**src/rtl/rnf_pkg.sv**
```systemverilog
// Shared types, character constants and digit encoding for the radix number formatter.
`default_nettype none

package rnf_pkg;

  // Number format selected by the mode register
  typedef enum logic [1:0] {
    MODE_DEC    = 2'd0,
    MODE_HEX    = 2'd1,
    MODE_HEXFIX = 2'd2,
    MODE_OCT    = 2'd3
  } mode_t;

  localparam mode_t MODE_RESET = MODE_HEX;

  // Source of the character loaded into the output register
  typedef enum logic [1:0] {
    SEL_ZERO  = 2'd0,
    SEL_X     = 2'd1,
    SEL_DIGIT = 2'd2
  } emit_sel_t;

  localparam logic [6:0] CHAR_ZERO = 7'h30;
  localparam logic [6:0] CHAR_NINE = 7'h39;
  localparam logic [6:0] CHAR_X    = 7'h78;

  // Fixed-width hex always prints this many digits
  localparam int FIX_DIGITS = 16;

  // Controller to datapath commands
  typedef struct packed {
    logic      load;   // capture a new value
    logic      conv;   // binary-to-BCD conversion steps
    logic      shift;  // drop the top digit
    logic      emit;   // load the output register
    emit_sel_t sel;
    logic      last;
    mode_t     mode;
  } rnf_cmd_t;

  // Datapath to controller status
  typedef struct packed {
    logic top_zero;  // top digit slot holds zero
    logic out_free;  // output register can take a word this cycle
  } rnf_stat_t;

  // Digit 0..15 to ASCII, letters upper case
  function automatic logic [6:0] digit_char(input logic [3:0] d);
    logic [6:0] c;
    c = CHAR_ZERO + {3'b000, d};
    if (c > CHAR_NINE) begin
      c = c + 7'd7;
    end
    return c;
  endfunction

endpackage

`default_nettype wire

```
**src/rtl/rnf_datapath.sv**
```systemverilog
// Datapath: value capture, BCD conversion, digit shift register and output register.
`default_nettype none

module rnf_datapath #(
  parameter int VALUE_WIDTH = 64
) (
  input  wire logic             clk,
  input  wire logic             rst,
  input  wire logic [63:0]      value,
  input  wire rnf_pkg::rnf_cmd_t cmd,
  output rnf_pkg::rnf_stat_t    stat,
  input  wire logic             out_ready,
  output logic                  out_valid,
  output logic [6:0]            char_code,
  output logic                  last_char
);

  localparam int OCTD  = (VALUE_WIDTH + 2) / 3;
  localparam int MAXD  = (OCTD > rnf_pkg::FIX_DIGITS) ? OCTD : rnf_pkg::FIX_DIGITS;
  localparam int DW    = MAXD * 4;
  localparam int NSTEP = (VALUE_WIDTH + 3) / 4;
  localparam int CW    = NSTEP * 4;
  localparam int FIXW  = rnf_pkg::FIX_DIGITS * 4;

  logic [DW-1:0] dig;       // digit slots, top slot printed first
  logic [DW-1:0] dig_next;
  logic [CW-1:0] conv;      // binary bits still to feed into the BCD digits
  logic [CW-1:0] conv_next;
  logic [DW-1:0] vpad;
  logic [DW-1:0] load_dig;
  logic [DW-1:0] dab;
  logic [CW-1:0] cv;
  logic [3:0]    top_digit;

  assign vpad      = DW'(value[VALUE_WIDTH-1:0]);
  assign top_digit = dig[DW-1 -: 4];

  always_comb begin
    load_dig = '0;
    unique case (cmd.mode)
      rnf_pkg::MODE_DEC:    load_dig = '0;
      rnf_pkg::MODE_HEX:    load_dig = vpad;
      rnf_pkg::MODE_HEXFIX: load_dig = {vpad[FIXW-1:0], {(DW-FIXW){1'b0}}};
      rnf_pkg::MODE_OCT: begin
        for (int i = 0; i < MAXD; i++) begin
          load_dig[4*i +: 4] = {1'b0, vpad[3*i +: 3]};
        end
      end
      default: load_dig = '0;
    endcase
  end

  // Four double-dabble steps per cycle
  always_comb begin
    dab = dig;
    cv  = conv;
    for (int s = 0; s < 4; s++) begin
      for (int i = 0; i < MAXD; i++) begin
        if (dab[4*i +: 4] >= 4'd5) begin
          dab[4*i +: 4] = dab[4*i +: 4] + 4'd3;
        end
      end
      dab = {dab[DW-2:0], cv[CW-1]};
      cv  = {cv[CW-2:0], 1'b0};
    end
  end

  always_comb begin
    dig_next  = dig;
    conv_next = conv;
    priority if (cmd.load) begin
      dig_next  = load_dig;
      conv_next = CW'(value[VALUE_WIDTH-1:0]);
    end else if (cmd.conv) begin
      dig_next  = dab;
      conv_next = cv;
    end else if (cmd.shift) begin
      dig_next  = {dig[DW-5:0], 4'h0};
    end else begin
      dig_next  = dig;
    end
  end

  always_ff @(posedge clk) begin
    dig  <= dig_next;
    conv <= conv_next;
  end

  // Output register
  always_ff @(posedge clk) begin
    if (rst) begin
      out_valid <= 1'b0;
    end else if (cmd.emit) begin
      out_valid <= 1'b1;
    end else if (out_ready) begin
      out_valid <= 1'b0;
    end
  end

  always_ff @(posedge clk) begin
    if (cmd.emit) begin
      last_char <= cmd.last;
      unique case (cmd.sel)
        rnf_pkg::SEL_ZERO:  char_code <= rnf_pkg::CHAR_ZERO;
        rnf_pkg::SEL_X:     char_code <= rnf_pkg::CHAR_X;
        rnf_pkg::SEL_DIGIT: char_code <= rnf_pkg::digit_char(top_digit);
        default:            char_code <= rnf_pkg::CHAR_ZERO;
      endcase
    end
  end

  assign stat.top_zero = (top_digit == 4'h0);
  assign stat.out_free = !out_valid || out_ready;

endmodule

`default_nettype wire

```
**src/rtl/rnf_ctrl.sv**
```systemverilog
// Controller: mode register and the sequencing state machine.
`default_nettype none

module rnf_ctrl #(
  parameter int VALUE_WIDTH = 64
) (
  input  wire logic              clk,
  input  wire logic              rst,
  input  wire logic              cfg_we,
  input  wire logic [1:0]        cfg_wdata,
  input  wire logic              in_valid,
  output logic                   in_ready,
  input  wire rnf_pkg::rnf_stat_t stat,
  output rnf_pkg::rnf_cmd_t      cmd
);

  localparam int OCTD  = (VALUE_WIDTH + 2) / 3;
  localparam int MAXD  = (OCTD > rnf_pkg::FIX_DIGITS) ? OCTD : rnf_pkg::FIX_DIGITS;
  localparam int NSTEP = (VALUE_WIDTH + 3) / 4;
  localparam int DCW   = $clog2(MAXD + 1);
  localparam int CCW   = $clog2(NSTEP);

  typedef enum logic [5:0] {
    ST_IDLE = 6'b000001,
    ST_CONV = 6'b000010,
    ST_SKIP = 6'b000100,
    ST_PFX0 = 6'b001000,
    ST_PFX1 = 6'b010000,
    ST_DIG  = 6'b100000
  } state_t;

  state_t          state, state_next;
  rnf_pkg::mode_t  mode;
  logic [DCW-1:0]  dcnt, dcnt_next;  // digits left to print
  logic [CCW-1:0]  ccnt, ccnt_next;  // conversion cycles left after this one
  logic            accept;

  assign accept = in_valid && in_ready;

  always_ff @(posedge clk) begin
    if (rst) begin
      mode <= rnf_pkg::MODE_RESET;
    end else if (cfg_we) begin
      mode <= rnf_pkg::mode_t'(cfg_wdata);
    end
  end

  always_comb begin
    state_next = state;
    dcnt_next  = dcnt;
    ccnt_next  = ccnt;
    in_ready   = 1'b0;
    cmd        = '0;
    cmd.mode   = mode;
    cmd.sel    = rnf_pkg::SEL_DIGIT;
    unique case (state)
      ST_IDLE: begin
        in_ready = 1'b1;
        if (in_valid) begin
          cmd.load  = 1'b1;
          dcnt_next = DCW'(MAXD);
          ccnt_next = CCW'(NSTEP - 1);
          unique case (mode)
            rnf_pkg::MODE_DEC: state_next = ST_CONV;
            rnf_pkg::MODE_HEXFIX: begin
              dcnt_next  = DCW'(rnf_pkg::FIX_DIGITS);
              state_next = ST_PFX0;
            end
            default: state_next = ST_SKIP;
          endcase
        end
      end
      ST_CONV: begin
        cmd.conv  = 1'b1;
        ccnt_next = ccnt - 1'b1;
        if (ccnt == '0) begin
          state_next = ST_SKIP;
        end
      end
      ST_SKIP: begin
        if (stat.top_zero && dcnt > DCW'(1)) begin
          cmd.shift = 1'b1;
          dcnt_next = dcnt - 1'b1;
        end else if (mode == rnf_pkg::MODE_DEC) begin
          state_next = ST_DIG;
        end else begin
          state_next = ST_PFX0;
        end
      end
      ST_PFX0: begin
        if (stat.out_free) begin
          cmd.emit   = 1'b1;
          cmd.sel    = rnf_pkg::SEL_ZERO;
          state_next = (mode == rnf_pkg::MODE_OCT) ? ST_DIG : ST_PFX1;
        end
      end
      ST_PFX1: begin
        if (stat.out_free) begin
          cmd.emit   = 1'b1;
          cmd.sel    = rnf_pkg::SEL_X;
          state_next = ST_DIG;
        end
      end
      ST_DIG: begin
        if (stat.out_free) begin
          cmd.emit  = 1'b1;
          cmd.sel   = rnf_pkg::SEL_DIGIT;
          cmd.last  = (dcnt == DCW'(1));
          cmd.shift = 1'b1;
          dcnt_next = dcnt - 1'b1;
          if (dcnt == DCW'(1)) begin
            state_next = ST_IDLE;
          end
        end
      end
      default: state_next = ST_IDLE;
    endcase
  end

  always_ff @(posedge clk) begin
    if (rst) begin
      state <= ST_IDLE;
      dcnt  <= '0;
      ccnt  <= '0;
    end else begin
      state <= state_next;
      dcnt  <= dcnt_next;
      ccnt  <= ccnt_next;
    end
  end

  a_dcnt_live: assert property (@(posedge clk) disable iff (rst)
    (state != ST_IDLE) |-> (dcnt != '0))
    else $error("digit count empty while busy");

  a_last_ends: assert property (@(posedge clk) disable iff (rst)
    (cmd.emit && cmd.last) |=> (state == ST_IDLE))
    else $error("last word did not end the number");

  a_fix_start: assert property (@(posedge clk) disable iff (rst)
    (accept && mode == rnf_pkg::MODE_HEXFIX) |=>
      (state == ST_PFX0 && dcnt == DCW'(rnf_pkg::FIX_DIGITS)))
    else $error("fixed hex did not start with full digit count");

  a_emit_free: assert property (@(posedge clk) disable iff (rst)
    cmd.emit |-> stat.out_free)
    else $error("emit into an occupied output register");

endmodule

`default_nettype wire

```
**src/rtl/radix_number_formatter.sv**
```systemverilog
// Top level of the radix number formatter: unsigned value in, ASCII text out.
//
// Input (value, in_valid/in_ready): one number per word, low VALUE_WIDTH bits
//   used. One number at a time; in_ready is high only while the block is idle.
// Output (char_code, last_char, out_valid/out_ready): one ASCII character per
//   word, prefix first, then digits most significant first; last_char marks
//   the final character of a number (at most 23: octal prefix plus 22 digits).
// Config: cfg_we writes cfg_wdata into the mode register. The user must write
//   it only between numbers; the block itself does not enforce this. Modes:
//   0 decimal, 1 hex "0x", 2 fixed 16-digit hex "0x", 3 octal "0".
// Sequencing at 64 bits: outside fixed hex the 22-slot digit register drops
//   leading zero slots one per cycle, then prints the remaining digits. Decimal
//   first runs the BCD conversion (4 bits per cycle).
// Stalls: one output register; it reloads in the cycle its word is taken, and
//   while it waits the sequencer holds in place.
// Reset clears the state machine and out_valid and sets the mode to hex with
//   prefix.
`default_nettype none

module radix_number_formatter #(
  parameter int VALUE_WIDTH = 64
) (
  input  wire logic        clk,
  input  wire logic        rst,
  input  wire logic        cfg_we,
  input  wire logic [1:0]  cfg_wdata,
  input  wire logic [63:0] value,
  input  wire logic        in_valid,
  output logic             in_ready,
  output logic [6:0]       char_code,
  output logic             last_char,
  output logic             out_valid,
  input  wire logic        out_ready
);

  rnf_pkg::rnf_cmd_t  cmd;   // sequencer commands
  rnf_pkg::rnf_stat_t stat;  // datapath status

  rnf_ctrl #(
    .VALUE_WIDTH(VALUE_WIDTH)
  ) u_ctrl (
    .clk      (clk),
    .rst      (rst),
    .cfg_we   (cfg_we),
    .cfg_wdata(cfg_wdata),
    .in_valid (in_valid),
    .in_ready (in_ready),
    .stat     (stat),
    .cmd      (cmd)
  );

  rnf_datapath #(
    .VALUE_WIDTH(VALUE_WIDTH)
  ) u_dp (
    .clk      (clk),
    .rst      (rst),
    .value    (value),
    .cmd      (cmd),
    .stat     (stat),
    .out_ready(out_ready),
    .out_valid(out_valid),
    .char_code(char_code),
    .last_char(last_char)
  );

endmodule

`default_nettype wire

```
**config.mk**
```make
export PLATFORM = sky130hd
export DESIGN_NAME = radix_number_formatter
export DESIGN_NICKNAME = d
export VERILOG_FILES = /design/src/rtl/rnf_pkg.sv /design/src/rtl/rnf_datapath.sv /design/src/rtl/rnf_ctrl.sv /design/src/rtl/radix_number_formatter.sv
export SDC_FILE = /design/constraint.sdc
export NUM_CORES = 1
export LEC_CHECK = 0
export BUFFER_PORTS_ARGS = -buffer_cell sky130_fd_sc_hd__buf_2
export CAP_MARGIN = 15
export CORE_ASPECT_RATIO = 1.4
export CORE_MARGIN = 2
export CORE_UTILIZATION = 40
export CTS_BUF_LIST = sky130_fd_sc_hd__clkbuf_2 sky130_fd_sc_hd__clkbuf_4 sky130_fd_sc_hd__clkbuf_8
export DETAILED_ROUTE_END_ITERATION = 16
export PLACE_DENSITY = 0.65
export REMOVE_ABC_BUFFERS = 1
export SLEW_MARGIN = 20
export SYNTH_ARGS = -nofsm -noshare
export SYNTH_HDL_FRONTEND = slang
export SYNTH_SLANG_ARGS = --single-unit
```
**constraint.sdc**
```tcl
create_clock -name clk -period 5.7 [get_ports clk]
set_input_delay 0.285 -clock clk [delete_from_list [all_inputs] [get_ports clk]]
set_output_delay 0.285 -clock clk [all_outputs]
set_load 0.05 [all_outputs]
```
# [Word level (Yosys, flattened, before mapping)]
# Index checks and enable logic that the tools add are counted.
[word_totals] ff_bits=178 latch_bits=0 mem_bits_rw=0 rom_bits=0 memories=0
[classes] addsub=92 n_mul=0 div_mod_pow=0 order_cmp=90 eq_ne=20 shift=0 mux=126 bitwise_logic=0 n_reduce_logical=15
[ops] cell="4-bit by 3-bit greater-or-equal comparator with 1-bit output (second input constant)" count=88
[ops] cell="88-bit one-hot mux with 4 select lines" count=1
[ops] cell="4-bit 2-to-1 mux" count=85
[ops] cell="4-bit by 2-bit adder with 4-bit output (second input constant)" count=84
[ops] cell="88-bit 2-to-1 mux" count=3
[ops] cell="64-bit 2-to-1 mux" count=2
[ops] cell="6-bit 2-to-1 mux" count=9
[ops] cell="6-bit one-hot mux with 6 select lines" count=1
[ops] cell="3-bit 2-to-1 mux" count=7
[ops] cell="5-bit 2-to-1 mux" count=4
[ops] cell="4-bit one-hot mux with 2 select lines" count=2
[ops] cell="5-bit one-hot mux with 3 select lines" count=1
[ops] cell="7-bit one-hot mux with 2 select lines" count=1
[ops] cell="3-bit by 2-bit adder with 3-bit output (second input constant)" count=4
[ops] cell="2-bit != test (second input constant)" count=5
[ops] cell="3-bit one-hot mux with 3 select lines" count=1
[ops] cell="4-bit logical NOT" count=2
[ops] cell="6-bit by 4-bit adder with 7-bit output (first input constant)" count=1
[ops] cell="7-bit by 3-bit adder with 7-bit output (second input constant)" count=1
[ops] cell="7-bit by 6-bit greater-than comparator with 1-bit output (second input constant)" count=1
[ops] cell="1-bit 2-to-1 mux" count=7
[ops] cell="7-bit 2-to-1 mux" count=1
[ops] cell="7-bit AND reduction" count=1
[ops] cell="2-bit == test (second input constant)" count=3
[ops] cell="21 further kinds" count=28

# [Logic depth before layout (Yosys ltp)]
# Gate-level depths: netlist of the first run.
[logic_depth] depth_word=10 mapped_depth=20 mapped_depth_nobuf=19

# [Cells and area by module]
# A second synthesis of the first run with hierarchy kept.
[hier_totals] hier_cells=2493 area_unflattened_um2=20447.1
[modules_own_cells] mod="rnf_datapath" instances=1 cells_per_inst=2365 area_per_inst_um2=19324.8 seq_area_each_um2=4824.6
[modules_own_cells] mod="rnf_ctrl" instances=1 cells_per_inst=128 area_per_inst_um2=1122.3 seq_area_each_um2=340.3

# [Worst setup path before layout of the first run]
# OpenSTA, ideal clock, no wires.
[synth_timing] kind="register to register" start="register u_ctrl.state[4]" end="register u_dp.dig[0], enable pin" setup_ns=0.646 arrival_ns=4.747 required_time_ns=5.054 slack_ns=0.307 stages_incl_launch_ff=8 n_path_buf=0 synth_period_minus_slack_ns=5.393 path_cell_list="dfxtp_1 nor4_1 nand3b_1 clkinv_1 and2_1 nor2_1 clkinv_1 or3_1"
[synth_via] elab_chain_cells=3 elab_cells_between_ends=8 classes_between="eq/ne: 4; mux: 3; reduce/logical: 1"
[synth_rtl] item="start, declared" line_no="rnf_ctrl.sv:32" rtl="state_t state, state_next;"
[synth_rtl] item="start signal, assigned" line_no="rnf_ctrl.sv:126" rtl="state <= state_next;"
[synth_rtl] item="6-bit == test (tied with other cells)" line_no="rnf_ctrl.sv:56" rtl="unique case (state)"
[synth_rtl] item="1-bit one-hot mux with 2 select lines or 1-bit 2-to-1 mux (tied branches)" line_no="rnf_ctrl.sv:56"
[synth_rtl] item="3-bit nonzero test (no line) (*)"
[synth_rtl] item="end signal, assigned" line_no="rnf_datapath.sv:85" rtl="dig <= dig_next;"
[synth_rtl] item="end, declared" line_no="rnf_datapath.sv:25" rtl="logic [DW-1:0] dig;"
# Every way passes the cells marked *; elsewhere a longest branch is shown, timed or not.
# A chain may end at the register's enable or synchronous reset.

# [Worst setup path in the final report of the first run]
[layout_timing] start="register u_dp.dig[20]" end="register u_dp.dig[24], data pin"
[layout_via] elab_chain_cells=10 elab_cells_between_ends=15 classes_between="add/sub: 4; order compare: 4; mux: 7"
[layout_rtl] item="4-bit by 2-bit adder with 4-bit output or 4-bit by 3-bit greater-or-equal comparator with 1-bit output (tied branches)" line_no="rnf_datapath.sv:60, rnf_datapath.sv:59"
[layout_rtl] item="4-bit 2-to-1 mux" line_no="rnf_datapath.sv:59" rtl="if (dab[4*i +: 4] >= 4'd5) begin"
[layout_rtl] item="4-bit by 2-bit adder with 4-bit output or 4-bit by 3-bit greater-or-equal comparator with 1-bit output (tied branches)" line_no="rnf_datapath.sv:60, rnf_datapath.sv:59"
[layout_rtl] item="4-bit 2-to-1 mux" line_no="rnf_datapath.sv:59"
[layout_rtl] item="4-bit by 2-bit adder with 4-bit output or 4-bit by 3-bit greater-or-equal comparator with 1-bit output (tied branches)" line_no="rnf_datapath.sv:60, rnf_datapath.sv:59"
[layout_rtl] item="4-bit 2-to-1 mux" line_no="rnf_datapath.sv:59"
[layout_rtl] item="4-bit by 2-bit adder with 4-bit output or 4-bit by 3-bit greater-or-equal comparator with 1-bit output (tied branches)" line_no="rnf_datapath.sv:60, rnf_datapath.sv:59"
[layout_rtl] item="4-bit 2-to-1 mux" line_no="rnf_datapath.sv:59"
[layout_rtl] item="88-bit 2-to-1 mux (*)" line_no="rnf_datapath.sv:74" rtl="end else if (cmd.conv) begin"
[layout_rtl] item="88-bit 2-to-1 mux (*)" line_no="rnf_datapath.sv:71" rtl="priority if (cmd.load) begin"
[layout_rtl] item="named net u_dp.dig_next[24]" line_no="rnf_datapath.sv:26" rtl="logic [DW-1:0] dig_next;"
# Mark *: on every way through the listed nets, which the timed path passes. The rest lies on a longest branch. The select of a mux whose other input is x is not followed.

==> results of run 1 <==
## state kept, by name, summed over array words and instances, names as in the netlist, 2 cells and up
name and count:
u_ctrl.ccnt 4, u_ctrl.dcnt 5, u_ctrl.mode 2, u_ctrl.state 6
u_dp.char_code 7, u_dp.conv 64, u_dp.dig 88
## area by class of cell
cell class / count / share of cell area [%]
clock buffers: 18 / 1.16
repair buffers: 93 / 2.39
diodes: 4 / 0.0480
well taps: 637 / 3.82
clock inverters: 12 / 0.635
multi-input cells: 2109 / 64.4
flip-flops and latches: 178 / 24.8
inverters: 152 / 2.73
## kinds of logic (layout without fill, tap and decap cells)
kind of cell | count (synthesis) | in the layout | synth area share (%)
fa+ha+maj | 94 | 94 | 6.00
xor+xnor | 28 | 28 | 1.37
other cells | 0 | 4 | 0
simple gates | 972 | 972 | 23.8
mux | 105 | 105 | 5.80
compound gates | 910 | 910 | 31.5
flops | 178 | 178 | 26.3
buf+inv | 262 | 275 | 5.14
## path summary, 6_finish.rpt
kind / startpoint / to / slack (ns) / depth (start not counted)
worst max register to register: u_dp.dig[20] / u_dp.dig[24] / 1.34 / 18
worst min-delay path: cfg_wdata[0] / u_ctrl.mode[0] / 0.05 / 2
worst min register to register: u_ctrl.ccnt[0] / u_ctrl.ccnt[0] / 0.51 / 1
worst max-delay path: u_dp.dig[20] / u_dp.dig[24] / 1.34 / 18
## worst reg2reg max path, cell delays in order, from the launching register on
cell and delay [ns]:
sky130_fd_sc_hd__edfxtp_1 0.48, sky130_fd_sc_hd__inv_1 0.14, sky130_fd_sc_hd__ha_1 0.24, sky130_fd_sc_hd__nor2b_1 0.24, sky130_fd_sc_hd__o21ai_0 0.20, sky130_fd_sc_hd__nor2_1 0.21, sky130_fd_sc_hd__inv_1 0.07, sky130_fd_sc_hd__ha_1 0.22
sky130_fd_sc_hd__o21bai_1 0.18, sky130_fd_sc_hd__a211oi_1 0.40, sky130_fd_sc_hd__nor2_1 0.11, sky130_fd_sc_hd__inv_1 0.07, sky130_fd_sc_hd__ha_1 0.22, sky130_fd_sc_hd__nor3_1 0.08, sky130_fd_sc_hd__a221oi_1 0.32, sky130_fd_sc_hd__o31a_1 0.24
sky130_fd_sc_hd__a21oi_1 0.11, sky130_fd_sc_hd__or3_1 0.37, sky130_fd_sc_hd__a31o_1 0.22
## per-layer routing
metal	GRT usage, %	vias to the layer above	part of all wire [%]
li1	-	9593	-
met1	26.9	9412	40
met2	39.9	636	50
met3	2.57	130	5.7
met4	9.00	12	3.7
met5	0	-	0.13
## through the flow
stage / setup WS, ns / util [%] / area, um2
after floorplan: -3.52 / - / 19200
after global placement: 1.60 / 42.0 / 20500
after detailed placement: 1.41 / 42.0 / 20500
after CTS: 1.37 / 42.8 / 20900
after global routing: 0.953 / 42.8 / 20900
final: 1.34 / 42.8 / 20900
## cells in the mapped netlist (16+ instances only)
master	count	area, um2
sky130_fd_sc_hd__nand2_1	349	1310
sky130_fd_sc_hd__nor2_1	199	747
sky130_fd_sc_hd__o21ai_0	191	956
sky130_fd_sc_hd__edfxtp_1	160	4800
sky130_fd_sc_hd__a21oi_1	147	736
sky130_fd_sc_hd__inv_1	139	522
sky130_fd_sc_hd__ha_1	94	1180
sky130_fd_sc_hd__clkbuf_1	85	319
sky130_fd_sc_hd__nand3_1	79	395
sky130_fd_sc_hd__a211oi_1	78	586
sky130_fd_sc_hd__mux2i_1	58	581
sky130_fd_sc_hd__o21ai_1	54	270
sky130_fd_sc_hd__a31oi_1	53	332
sky130_fd_sc_hd__nor3_1	53	265
sky130_fd_sc_hd__o211ai_1	48	360
sky130_fd_sc_hd__nand2b_1	47	294
sky130_fd_sc_hd__mux2_2	39	439
sky130_fd_sc_hd__and3_1	38	238
sky130_fd_sc_hd__o21a_1	33	248
sky130_fd_sc_hd__a211o_1	30	263
sky130_fd_sc_hd__and2_1	30	188
sky130_fd_sc_hd__or2_2	29	181
sky130_fd_sc_hd__nor2b_1	27	169
sky130_fd_sc_hd__or3_1	23	144
sky130_fd_sc_hd__o311ai_1	22	193
sky130_fd_sc_hd__o22ai_1	21	131
sky130_fd_sc_hd__xnor2_1	20	175
sky130_fd_sc_hd__a21o_1	19	143
sky130_fd_sc_hd__o21bai_1	19	143
sky130_fd_sc_hd__dfxtp_1	18	360
sky130_fd_sc_hd__nor4_1	16	100
==> results.md, run 1 <==
- Result of the run: completed
- Category of the critical setup timing path: reg2reg
- Kind of start point of the critical path: register
- Total Nets Final: between 2,000 and 3,000
- Filler Cell Count: approximately 5,000
- Post-detailed-route DRC marker count: 0
- Combined global-route utilization of all metal layers: ~22%
- Library cell used as clock root buffer: sky130_fd_sc_hd__clkbuf_8
- Total congestion overflow after global routing: 0
- CTS Buffer Depth: 2
- Rel. slew slack: about 29%
- Gate count after technology mapping: ~2,500
- CTS tree: built
- Post-synthesis instance area: 19,600 um2
- Area enclosed by the die boundary: ~51,000 um2
- Sequential cell area: 5170 um2
- Number of enable-type register cells in the synthesized netlist: 160
- Series of cell instances along the critical path: inv_1, ha_1, nor2b_1, o21ai_0, nor2_1, inv_1, ha_1, o21bai_1, a211oi_1, nor2_1, inv_1, ha_1, nor3_1, a221oi_1, o31a_1, a21oi_1, or3_1, a31o_1
- CTS clock-pin slew for the worst setup and hold paths: ~0.10 ns
- Post-synth ARST share: 0%
- Number of cell rows: 96
- Cts-stage hold buffer count: 0
- Average footprint of a synthesized cell: between 7 and 8 um2
- CTS H-tree lvls: 4
- Setup violations, final: 0
- Unrepaired setup endpoints after global routing: false
- Die outline height: 266 um
- Portion of the post-synthesis area used by sequential elements: 26.3%
- Worst-margin pin slew: 1.06 ns
- Cell variety after synth: 97
- Number of buffers added on ports: 80
- Clock net sink count: between 150 and 200
- Final min period: about 4.4 ns
- Max-slew violation count: 0
- Worst path arrival time: around 4.6 ns
- Vias per cell: between 6 and 7
- Final HPWL DP: about 44 mm
- Worst hold margin: 0.0521 ns
- Post-synthesis to final-layout area growth: 6.49%
- Effective utilization at floorplan: 40.2%
- Fin Setup TNS: 0 ns
- Initial DRT Pass Iterations: 6
- Classification of the worst-slack hold path: in2reg
- Maximum number of pins on one net before global-route repair: 98
- Wire length of the first global-routing pass: slightly above 90 mm
- Vias in the first global route: 18,600
- PostCTS Resize Cnt: 0
- Post-route antenna net violation count: 0
- DR WL/cell: between 15 and 20 um
- Library cell contributing the largest single delay on the critical path: sky130_fd_sc_hd__edfxtp_1
- Most frequent cells in the layout: sky130_fd_sc_hd__nand2_1 (348), sky130_fd_sc_hd__nor2_1 (198), sky130_fd_sc_hd__o21ai_0 (191)
- Worst clock skew on the final layout: between 0.02 and 0.03 ns
- Vias after detailed routing: 19,800
- Sum of routed wire length over all layers: slightly below 60 mm
- Iter 0 DRT Violations: between 1,500 and 2,000
- Area of the multi-input gates: between 10,000 and 15,000 um2
- Required time of the critical path: 5.96 ns
- Cell Count Post-Placement: between 3,000 and 4,000
- Maxcap violations: 0
- Post-layout instance count excluding filler cells: roughly 3,200
- Leading register cell type out of synthesis: sky130_fd_sc_hd__edfxtp_1
- Synth warnings: 0
- Fin crit share: between 70 and 80%
- Count of boundary I/O pins: 81
- Fraction of layout instances using a drive strength above 1: 10.1%
- Biggest fanout along the worst timing path: 6
- Area of the placeable core: 48,800 um2
- Crit path capture type: register
- Gp weighted congestion: between 0.8 and 0.9
- Buffers & Inverters on Critical Path: 3
- Flip-flop and latch count after synthesis: between 150 and 200
- Initial antenna violation count: 9
- Final Hold Violating Endpoints: 0
- Kind of cell with the highest combined delay on the critical path: compound AO/OA/AOI/OAI gates
- Die X: ~190 um
- Upper clock frequency limit: between 200 and 250 MHz
- Source-to-sink clock delay at the later pin of the worst-skew pair: about 0.50 ns
- Clock buffer count from CTS: 17
- Most common cell after layout, fill and taps aside: sky130_fd_sc_hd__nand2_1
- Delay contributed by the slowest stage of the critical path: ~0.48 ns
- Number of setup buffers added after CTS: 0
Power of run 1 is left out: the tool's default activity adds up to more than one toggle a clock period on the data nets, which glitch-free logic cannot reach.
==> inputs of run 2 (changes only) <==
clock period = 4.43 ns   (was 5.7 ns; I/O delays follow)
==> results.md, run 2 (synthesis results as in run 1) <==
- Result of the run: completed
- Combined global-route utilization of all metal layers: 22.9% (+0.56 points)
- Worst clock skew on the final layout: 0.0217 ns (-0.00575 ns)
- Depth of the most critical reg-to-reg path: 17 (-1)
- Fin crit share: 94.2% (+18 points)
- Iter 0 DRT Violations: 1,720 (-5.2%)
- Post-layout worst setup margin: 0.258 ns (-1.09 ns)
- Instance count along the most critical hold path: 3 (+1)
- Count of boundary I/O pins: 81 (unchanged)
- Wire length of the first global-routing pass: 94.7 mm (+2.3%)
- Area enclosed by the die boundary: 50,800 um2 (unchanged)
- Source-to-sink clock delay at the later pin of the worst-skew pair: 0.51 ns (about the same)
- Number of cell rows: 96 (unchanged)
- Vias in the first global route: 18,800 (+1.0%)
- Final min period: 4.17 ns (-0.184 ns)
- Reg2Reg Setup Slack: 0.26 ns (-1.09 ns)
- Die X: 191 um (unchanged)
- Post-layout instance count excluding filler cells: 3,230 (+0.84%)
- Kind of start point of the critical path: register
- Worst path arrival time: 4.50 ns (-0.12 ns)
- CTS tree: built
- Regs by FF count: u_dp.dig (88), u_dp.conv (64), u_dp.char_code (7)
- Vias after detailed routing: 20,000 (+0.87%)
- Number of buffers added on ports: 80 (unchanged)
- Final Hold Violating Endpoints: 0 (unchanged)
- Critical hold path startpoint: value[4]
- Die outline height: 266 um (unchanged)
- Category of the critical setup timing path: reg2reg
- Effective utilization at floorplan: 40.2% (unchanged)
- CTS Buffer Depth: 2 (unchanged)
- Gp weighted congestion: 0.888 (-0.73%)
- Clock buffer count from CTS: 17 (unchanged)
- Cell Count Post-Placement: 3,182 (+0.41%)
- Unrepaired setup endpoints after global routing: true
- Initial DRT Pass Iterations: 6 (unchanged)
- Most frequent cells in the layout: sky130_fd_sc_hd__nand2_1 (348), sky130_fd_sc_hd__nor2_1 (198), sky130_fd_sc_hd__o21ai_0 (191)
- Max FFs per register: 88 (unchanged)
- Initial antenna violation count: 8 (-1)
- Post-detailed-route DRC marker count: 0 (unchanged)
- CTS clock-pin slew for the worst setup and hold paths: 0.10 ns (about the same)
- Library cell used as clock root buffer: sky130_fd_sc_hd__clkbuf_8
- Series of cell instances along the critical path: inv_1, ha_1, nand2b_1, a211o_1, and2_1, inv_1, ha_1, a21oi_1, o211a_1, nor2_1, inv_1, ha_1, nor4_1, a211oi_1, o32a_1, or4_1, o311ai_1
- Rel. slew slack: 42.2% (+13 points)
- Setup violations, final: 0 (unchanged)
- Max-slew violation count: 0 (unchanged)
- Maximum number of pins on one net before global-route repair: 78 (-20%)
- Worst-margin pin slew: 0.867 ns (-0.197 ns)
- Clock net sink count: 178 (unchanged)
- Most common cell after layout, fill and taps aside: sky130_fd_sc_hd__nand2_1
- Total congestion overflow after global routing: 0 (unchanged)
- Delay contributed by the slowest stage of the critical path: 0.51 ns (+0.03 ns)
- Endpoint of the worst hold path: u_dp.conv[4]
- Fraction of layout instances using a drive strength above 1: 11.4% (+1.3 points)
- Maxcap violations: 0 (unchanged)
- Area of the placeable core: 48,800 um2 (unchanged)
- Fin Setup TNS: 0 ns (unchanged)
- Upper clock frequency limit: 240 MHz (+4.4%)
- Destination of the worst register-to-register timing path: u_dp.dig[79]
- Final HPWL DP: 44.9 mm (+2.2%)
- Library cell contributing the largest single delay on the critical path: sky130_fd_sc_hd__or4_1
- Register ranked first by flip-flop count: u_dp.dig
- Post-route antenna net violation count: 0 (unchanged)
- Classification of the worst-slack hold path: in2reg
- Biggest fanout along the worst timing path: 5 (-1)
- Total Nets Final: 2,739 (+0.85%)
- Vias per cell: 6.18 (about the same)
- Required time of the critical path: 4.75 ns (-1.21 ns)
- DR WL/cell: 18.5 um (+0.80%)
- CTS H-tree lvls: 4 (unchanged)
- Startpoint of the worst register-to-register path: u_dp.dig[77]
- Filler Cell Count: 4,973 (-0.26%)
- Post-synthesis to final-layout area growth: 8.03%
- Sum of routed wire length over all layers: 59.7 mm (+1.6%)
- Pre-CTS setup slack: 0.199 ns (-1.21 ns)
- Crit path capture type: register
-- run 2: critical path, delay by kind of cell, from the launching register on --
family,cells,cell delay (ns)
AND/OR/NAND/NOR,5,1.30
buffers and inverters,3,0.31
flip-flops,1,0.46
AO/OA/AOI/OAI,6,1.21
adder cells (fa/ha/maj),3,0.71
-- run 2: timing repair --
item,in CTS,in global routing
buffers inserted,0,5
resized for setup,0,17
endpoints found under the setup margin,0,19
hold buffers,5,0
hold endpoints to repair,4,0
-- run 2: worst max path at each step --
stage / from / to / slack [ns] / cells after the start
2_1_floorplan: u_ctrl.state[4] / u_dp.dig[0] / -4.79 / 6
3_3_place_gp: u_dp.dig[48] / u_dp.dig[52] / 0.33 / 18
3_5_place_dp: u_dp.dig[48] / u_dp.dig[52] / 0.20 / 18
4_1_cts: u_dp.dig[48] / u_dp.dig[52] / 0.15 / 18
5_1_grt: u_dp.dig[80] / u_dp.dig[86] / -0.05 / 17
6_report: u_dp.dig[77] / u_dp.dig[79] / 0.26 / 17
-- run 2: area by class of cell --
class | instances | area (um2) | area share, %
Antenna cell | 6 | 15.0 | 0.0709
Tap cell | 637 | 797 | 3.76
Timing Repair Buffer | 116 | 696 | 3.29
Sequential cell | 178 | 5170 | 24.4
Multi-Input combinational cell | 2109 | 13500 | 63.9
Clock buffer | 20 | 256 | 1.21
Clock inverter | 12 | 129 | 0.609
Inverter | 152 | 571 | 2.69
-- run 2: layer usage --
metal / routed length, um / share of wire (%) / up-vias / GRT usage [%]
met5: 35 / 0.059 / - / 0
met4: 2560 / 4.3 / 6 / 10.2
met3: 2870 / 4.8 / 138 / 2.45
met2: 30200 / 51 / 577 / 41.5
met1: 24100 / 40 / 9598 / 26.9
li1: - / - / 9637 / -
-- run 2: through the flow --
step | hold WS [ns] | util, % | instance area (um2)
floorplan | 0.291 | - | 19200
global placement | 0.466 | 42.2 | 20600
detailed placement | 0.469 | 42.2 | 20600
CTS | 0.00289 | 43.1 | 21000
global route | 0.0137 | 43.4 | 21200
finish | 0.0368 | 43.4 | 21200
Power of run 2 is left out for the same reason.
